**src/hdl/pli_pkg.sv**
```systemverilog
`timescale 1ns / 1ps
`default_nettype none
package pli_pkg;

  localparam int MAX_POINTS = 16;
  localparam int MAX_KNOTS  = 16;
  localparam int PT_W       = $clog2(MAX_POINTS);
  localparam int KN_W       = $clog2(MAX_KNOTS);
  localparam int CNT_W      = $clog2(MAX_KNOTS + 1);
  localparam int ACT_W      = $clog2(MAX_POINTS + 1);
  localparam int ADDR_W     = PT_W + KN_W;
  localparam int DEPTH      = MAX_POINTS * MAX_KNOTS;
  localparam int WORD_W     = 32;

  // Divider: (t - t0) * 2^16 over a positive 33-bit interval.
  localparam int DIVISOR_W  = WORD_W + 1;
  localparam int DIVIDEND_W = DIVISOR_W + 16;
  localparam int DIV_CNT_W  = $clog2(DIVIDEND_W + 1);

  // Configuration register indexes.
  localparam logic REG_NUM_POINTS  = 1'b0;
  localparam logic REG_FIXED_COUNT = 1'b1;

  typedef enum logic [1:0] {
    CMD_WRITE = 2'd0,
    CMD_COUNT = 2'd1,
    CMD_EVAL  = 2'd2,
    CMD_NONE  = 2'd3
  } cmd_t;

  typedef enum logic [1:0] {
    ST_OK    = 2'd0,
    ST_FLAT  = 2'd1,
    ST_SHORT = 2'd2
  } status_t;

  typedef enum logic [3:0] {
    S_IDLE,
    S_POINT,
    S_T0,
    S_T1,
    S_CHK,
    S_TN,
    S_X0,
    S_X1,
    S_DIFF,
    S_DIV,
    S_FRAC,
    S_MULX,
    S_ADDX,
    S_MULY,
    S_ADDY,
    S_OUT
  } state_t;

endpackage
`default_nettype wire

```
**src/hdl/pli_div.sv**
```systemverilog
`timescale 1ns / 1ps
`default_nettype none
// Restoring divider, one quotient bit per cycle.
module pli_div (
  input  wire logic                             clk,
  input  wire logic                             rst,
  input  wire logic                             start,
  input  wire logic [pli_pkg::DIVIDEND_W-1:0]   dividend,
  input  wire logic [pli_pkg::DIVISOR_W-1:0]    divisor,
  output logic                                  done,
  output logic      [pli_pkg::DIVIDEND_W-1:0]   quotient
);

  logic                             busy;
  logic [pli_pkg::DIV_CNT_W-1:0]    cnt;
  logic [pli_pkg::DIVISOR_W-1:0]    rem;
  logic [pli_pkg::DIVISOR_W-1:0]    dvs;
  logic [pli_pkg::DIVISOR_W:0]      rem_sh;
  logic [pli_pkg::DIVISOR_W+1:0]    diff;

  assign rem_sh = {rem, quotient[pli_pkg::DIVIDEND_W-1]};
  assign diff   = {1'b0, rem_sh} - {2'b00, dvs};

  always_ff @(posedge clk) begin
    if (rst) begin
      busy <= 1'b0;
      done <= 1'b0;
      cnt  <= '0;
    end else if (start) begin
      busy <= 1'b1;
      done <= 1'b0;
      cnt  <= pli_pkg::DIV_CNT_W'(pli_pkg::DIVIDEND_W);
    end else if (busy) begin
      cnt <= cnt - 1'b1;
      if (cnt == pli_pkg::DIV_CNT_W'(1)) begin
        busy <= 1'b0;
        done <= 1'b1;
      end
    end else begin
      done <= 1'b0;
    end
  end

  always_ff @(posedge clk) begin
    if (start) begin
      rem      <= '0;
      dvs      <= divisor;
      quotient <= dividend;
    end else if (busy) begin
      if (!diff[pli_pkg::DIVISOR_W+1]) begin
        rem <= diff[pli_pkg::DIVISOR_W-1:0];
      end else begin
        rem <= rem_sh[pli_pkg::DIVISOR_W-1:0];
      end
      quotient <= {quotient[pli_pkg::DIVIDEND_W-2:0], ~diff[pli_pkg::DIVISOR_W+1]};
    end
  end

endmodule
`default_nettype wire

```
**config.mk**
```make
export PLATFORM = sky130hd
export DESIGN_NAME = pli_div
export DESIGN_NICKNAME = d
export VERILOG_FILES = /design/src/hdl/pli_pkg.sv /design/src/hdl/pli_div.sv
export SDC_FILE = /design/constraint.sdc
export NUM_CORES = 1
export LEC_CHECK = 0
export BUFFER_PORTS_ARGS = -buffer_cell sky130_fd_sc_hd__buf_2
export CAP_MARGIN = 20
export CORE_MARGIN = 4
export CORE_UTILIZATION = 45
export CTS_CLUSTER_SIZE = 25
export DETAILED_ROUTE_END_ITERATION = 8
export PLACE_DENSITY = 0.73
export SLEW_MARGIN = 20
export SYNTH_ARGS = -nofsm -noshare
export SYNTH_HDL_FRONTEND = slang
export SYNTH_SLANG_ARGS = --single-unit
```
**constraint.sdc**
```tcl
create_clock -name clk -period 3.4 [get_ports clk]
set_clock_uncertainty 0.05 [all_clocks]
set_input_delay 0 -clock clk [delete_from_list [all_inputs] [get_ports clk]]
set_output_delay 0 -clock clk [all_outputs]
set_load 0.005 [all_outputs]
```
# Yosys cells after proc, flatten, opt, wreduce, memory -nomap -nowiden
# Index checks and enable logic that the tools add are counted.
[totals] register_bits=123 word_cells=23 inputBits=85 output_inout_bits=50
[classes] addsub=2 n_eq_ne=1 n_reduce_logical=3 n_bitwise=2 n_mux=8
[op_table] cell="$mux W49" count=2
[op_table] cell="$sub A34 B33 Y35" count=1
[op_table] cell="$mux W33" count=1
[op_table] cell="$mux W6" count=2
[op_table] cell="$eq A6 B1 Y1 const B" count=1
[op_table] cell="$sub A6 B1 Y6 const B" count=1
[op_table] cell="$mux W1" count=3
[op_table] cell="$reduce_or A3 Y1" count=1
[op_table] cell="$not A1 Y1" count=2
[op_table] cell="$reduce_bool A2 Y1" count=1
[op_table] cell="$reduce_or A2 Y1" count=1

# Longest topological paths before layout
[depth] word_depth=4 mapped_depth=14 depth_no_buf=13

# Worst setup path after synthesis
# OpenSTA, ideal clock, no wires.
[synth_timing] path_kind="register to register" start="register quotient[48] (netlist bit)" end="register rem[20] (netlist bit)" t_required_ps=3259 path_stages_with_launch=14 setup_ps=91 path_slack_ps=486 path_buffers=0 period_less_slack_ps=2914 t_arrival_ps=2773 cell_sequence="edfxtp_1 inv_1 ha_1 inv_1 fa_1 a21oi_1 o21ai_2 a2111oi_2 nor3_1 or2_2 a31oi_1 xnor2_1 nand2_1 a311oi_1"
[synth_via] elab_chain_len=2
[synth_rtl] item="from (decl)" line_no="pli_div.sv:11" rtl="output logic [pli_pkg::DIVIDEND_W-1:0] quotient"
[synth_rtl] item="from (signal assigned)" line_no="pli_div.sv:48" rtl="quotient <= dividend;"
[synth_rtl] item="from (signal assigned)" line_no="pli_div.sv:55" rtl="quotient <= {quotient[pli_pkg::DIVIDEND_W-2:0], ~diff[pli_pkg::DIVISOR_W+1]};"
[synth_rtl] item="$sub A34 B33 Y35" line_no="pli_div.sv:22" rtl="assign diff = {1'b0, rem_sh} - {2'b00, dvs};"
[synth_rtl] item="$mux W33" line_no="pli_div.sv:50" rtl="if (!diff[pli_pkg::DIVISOR_W+1]) begin"
[synth_rtl] item="to (signal assigned)" line_no="pli_div.sv:51" rtl="rem <= diff[pli_pkg::DIVISOR_W-1:0];"
[synth_rtl] item="to (signal assigned)" line_no="pli_div.sv:53" rtl="rem <= rem_sh[pli_pkg::DIVISOR_W-1:0];"
[synth_rtl] item="to (decl)" line_no="pli_div.sv:16" rtl="logic [pli_pkg::DIVISOR_W-1:0] rem;"
# No other way between the ends.
# A chain may end at the register's enable or synchronous reset.

# Worst setup path in the final report
# Same ends and word-level chain as after synthesis.

==> impl_results.md <==
- Initial core utilization: 0.4617
- Final Cycle Share: 0.9085
- Design Power: 4.620 mW
- Post-Synth Simple-Gate Area: 0.1195
- Layout cell share with drive strength beyond 1: 0.2727
- Crit Reg-Reg Startpoint: quotient[48]
- Leak: 3.800 nW
- CTS tree: yes
- Hold Crit Start: divisor[11]
- Critical Path Max Stage Delay: 410 ps
- Worst r2r path cells: 13
- Syn_area_per_cell: 10.49 µm²
- Max-slew violations: 0
- Largest family of logic cells by synthesized area: compound AO/OA/AOI/OAI gates
- Post-Syn Nets: 763
- Port bufs: ~130
- Startpoint Class: register
- Worst setup startpoint: quotient[48]
- Final Wtd Congestion: about 0.87
- Number of enable-type register cells in the synthesized netlist: 82
- Max Clk Rate: 323.7 MHz
- Worst Hold End: dvs[11]
- Vias in the first global route: 5583
- Routed length per placed instance: 15.50 µm
- Worst hold stages: 2
- Internal power: 3.320 mW
- R2r endpoint: rem[20]
- Fraction of the yosys area taken by sequential cells: 0.4875
- Period minus WS final: 3089 ps
- Vias: 5461
- Die Width: 130.3 µm
- Post-synthesis cell type count: 55
- Main flop type after synthesis: edfxtp_1
- Post-synthesis compound-gate area fraction: 0.1508
- Clk pin slew, worst setup/hold paths: 60 ps
- Critical Path AT: 3370 ps
- Fillers: between 1000 and 1500
- Ys Warns: 0
- Critical-path maximum fanout: 3
- CTS Buf Count: 17
- Worst-Margin Slew: 918.9 ps
- Worst-path cell chain: inv_1 > ha_1 > inv_1 > fa_1 > a21oi_1 > o21ai_2 > a2111oi_4 > nor3_1 > or2_2 > a31oi_1 > xnor2_1 > nand2_1 > a311oi_1
- Hpwl dp: 10740 µm
- # setup viols final: 0
- Mux cell area share after synthesis: 0.08787
- Clk buf depth: 2
- # rows: between 40 and 50
- DRC viols: 0
- Max VDD drop: approximately 400 µV
- TNS Setup: 0 ps
- Gate power share: 0.215
- Antenna Nets Post-Route: 0
- First-pass GRT wire length: 26750 µm
- Worst Setup End Kind: register
- Mean number of vias per cell: 5.186
- CTS H-tree depth: 4
- Post-Syn Area: 6735 µm²
- HP Class: in2reg
- Ant. Diodes: 0
- Total Routing Usage GR: 0.2011
- Max-Cap Viols: 0
- Root buf cell: clkbuf_16
- # clock sinks: 123
- # IOs: 135
- Reg power frac: 0.398
- CP Class: reg2reg
- R2R Setup Slk: between 300 and 400 ps
- First-pass DRT Iterations: 4
- Slew margin rel.: 0.3874
- CP dominant cell by count: inv_1
- Largest net degree at the start of global routing: 77
- Crit path required time: 3680 ps
- Async SR Flop Fraction: 0
- Pwr/cell area: slightly above 500 nW/µm²
- Switching share of total power: 0.2815
- Setup Fix Bufs, Post-CTS: 0
- 1st-iter DRT viols: 266
- Total net switching power: 1.300 mW
- Clock share of power: 0.387
- Total global routing overflow: 0
- DIE HEIGHT: around 130 µm
- Multi-input gate area: 3162 µm²
- #FFs+latches synth: 123
- Unrepaired setup endpoints after global routing: no
- Adder-cell area share of the yosys netlist: 0.06799
- Status: completed
- Initial antenna violation count: 0
- Cells after synthesis: 642
- Worst-Skew Late Latency: 420 ps
- Slowest CP cell: a2111oi_4
- XOR/XNOR Fraction of Synth Area: 0.04031
- Die Area: around 17000 µm²
- Area Overhead vs Synth: 33.74%
- # nets final: 977
- Routed wire length: 16320 µm
- Core area: 14590 µm²
- Final hold viol count: 0
- Sequential cell area: about 3300 µm²
sequential cells by signal, summed over array words and instances, names as in the netlist:
signal    flops
cnt           6
dvs          33
rem          33
done          1
busy          1
quotient     49
worst max-delay path, delay by kind of cell, from the launching register on:
family                     cells  cell delay (ps)
AOI/OAI and AO/OA              5             1230
xor gates and xnor gates       1              130
adders and majority gates      2              540
buffers and inverters          2              120
DFF                            1              400
and+or+nand+nor                3              510
cells in the mapped netlist (2+ instances only):
library cell | n | area (µm²)
buf_6 | 2 | 22.52
o21ai_2 | 3 | 26.28
buf_4 | 2 | 15.01
clkbuf_1 | 23 | 86.33
a21boi_0 | 2 | 15.01
nand3_1 | 10 | 50.05
nor2b_1 | 6 | 37.54
or2_2 | 2 | 12.51
o221ai_1 | 3 | 26.28
o21ai_1 | 12 | 60.06
xnor2_1 | 19 | 166.4
xor2_1 | 12 | 105.1
a211oi_2 | 3 | 37.54
mux2i_1 | 4 | 40.04
nor4b_1 | 2 | 17.52
a31oi_1 | 3 | 18.77
a211oi_1 | 3 | 22.52
a21oi_1 | 44 | 220.2
a311oi_1 | 20 | 175.2
inv_1 | 46 | 172.7
nor2_1 | 48 | 180.2
nand2_1 | 71 | 266.5
edfxtp_1 | 82 | 2462
a21o_1 | 9 | 67.56
nand3b_1 | 2 | 15.01
ha_1 | 35 | 437.9
nand4_1 | 5 | 31.28
o211ai_1 | 6 | 45.04
dfxtp_1 | 41 | 820.8
and3_1 | 2 | 12.51
nor3_1 | 11 | 55.05
a221oi_1 | 2 | 17.52
mux2_2 | 49 | 551.8
o21bai_1 | 7 | 52.55
and4_1 | 3 | 26.28
buf_2 | 2 | 10.01
nand2b_1 | 14 | 87.58
o21a_1 | 2 | 15.01
a22o_1 | 2 | 17.52
o21ai_0 | 13 | 65.06
per-stage QoR:
stage | instances | cell area (µm²) | util | setup WS, ps | hold slack [ps]
after floorplan | 642 | 6735 | - | 485.9 | 48.87
after detailed placement | 937 | 7555 | 0.5178 | 230.6 | 128.1
after global routing | 1053 | 9007 | 0.6174 | 14.73 | 226.3
after global placement | 937 | 7555 | 0.5178 | 303.7 | 127.0
after CTS | 1053 | 8987 | 0.6160 | 232.0 | 217.1
final | 1053 | 9007 | 0.6174 | 311.1 | 239.7
power by group through the flow:
stage	sequential, mW	combinational [mW]	clock (mW)
floorplan	1.85	0.652	0
global placement	1.86	0.891	0
detailed placement	1.86	0.907	0
CTS	1.84	0.984	1.82
global route	1.86	1.11	1.89
finish	1.84	0.993	1.79
area by class of cell:
| type | count | share of cell area |
|---|---|---|
| Clock buffer | 21 | 0.05348 |
| Clock inverter | 11 | 0.01222 |
| Inverter | 46 | 0.01917 |
| Multi-Input combinational cell | 443 | 0.3510 |
| Sequential cell | 123 | 0.3646 |
| Tap cell | 184 | 0.02556 |
| Timing Repair Buffer | 225 | 0.1739 |
worst max-delay path by stage:
stage / endpoint / slack, ps
after detailed placement: rem[20] / 230
after global routing: rem[22] / 10
after floorplan: rem[20] / 490
final: rem[20] / 310
after CTS: rem[20] / 230
after global placement: rem[20] / 300
kinds of logic (layout without fill, tap and decap cells):
logic type	count (synthesis)	count (layout)
AO/OA/AOI/OAI	145	145
XOR/XNOR	31	31
adder cells (fa/ha/maj)	36	36
buffers and inverters	76	303
flip-flops	123	123
multiplexers	53	53
AND/OR/NAND/NOR	178	178
per-layer routing:
metal / vias to the layer above / part of all wire / global-route usage
li1: 2755 / - / -
met1: 2550 / 0.44 / 0.2455
met2: 136 / 0.48 / 0.3310
met3: 20 / 0.062 / 0.07122
met4: 0 / 0.015 / 0.07018
met5: - / 0 / 0
timing repair:
item                                   4_1_cts  5_1_grt
endpoints found under the hold margin       91        0
hold buffers                                84        0
setup endpoints to repair                    0        1
resized for setup                            0        2
cell usage in the layout (no fill, tap or decap), drive strengths merged, types with 7 or more instances in the layout:
| cell type | Yosys | final |
|---|---|---|
| edfxtp | 82 | 82 |
| xnor2 | 19 | 19 |
| inv | 46 | 48 |
| a21oi | 45 | 45 |
| nand2 | 71 | 71 |
| nor2 | 48 | 48 |
| a311oi | 20 | 20 |
| nand3 | 10 | 10 |
| o21ai | 28 | 28 |
| buf | 7 | 141 |
| clkbuf | 23 | 21 |
| a21o | 9 | 9 |
| xor2 | 12 | 12 |
| ha | 35 | 35 |
| dfxtp | 41 | 41 |
| dlygate4sd3 | 0 | 84 |
| mux2 | 49 | 49 |
| nor3 | 11 | 11 |
| nand2b | 14 | 14 |
| o21bai | 7 | 7 |
Power figures use the tool's default switching activity.
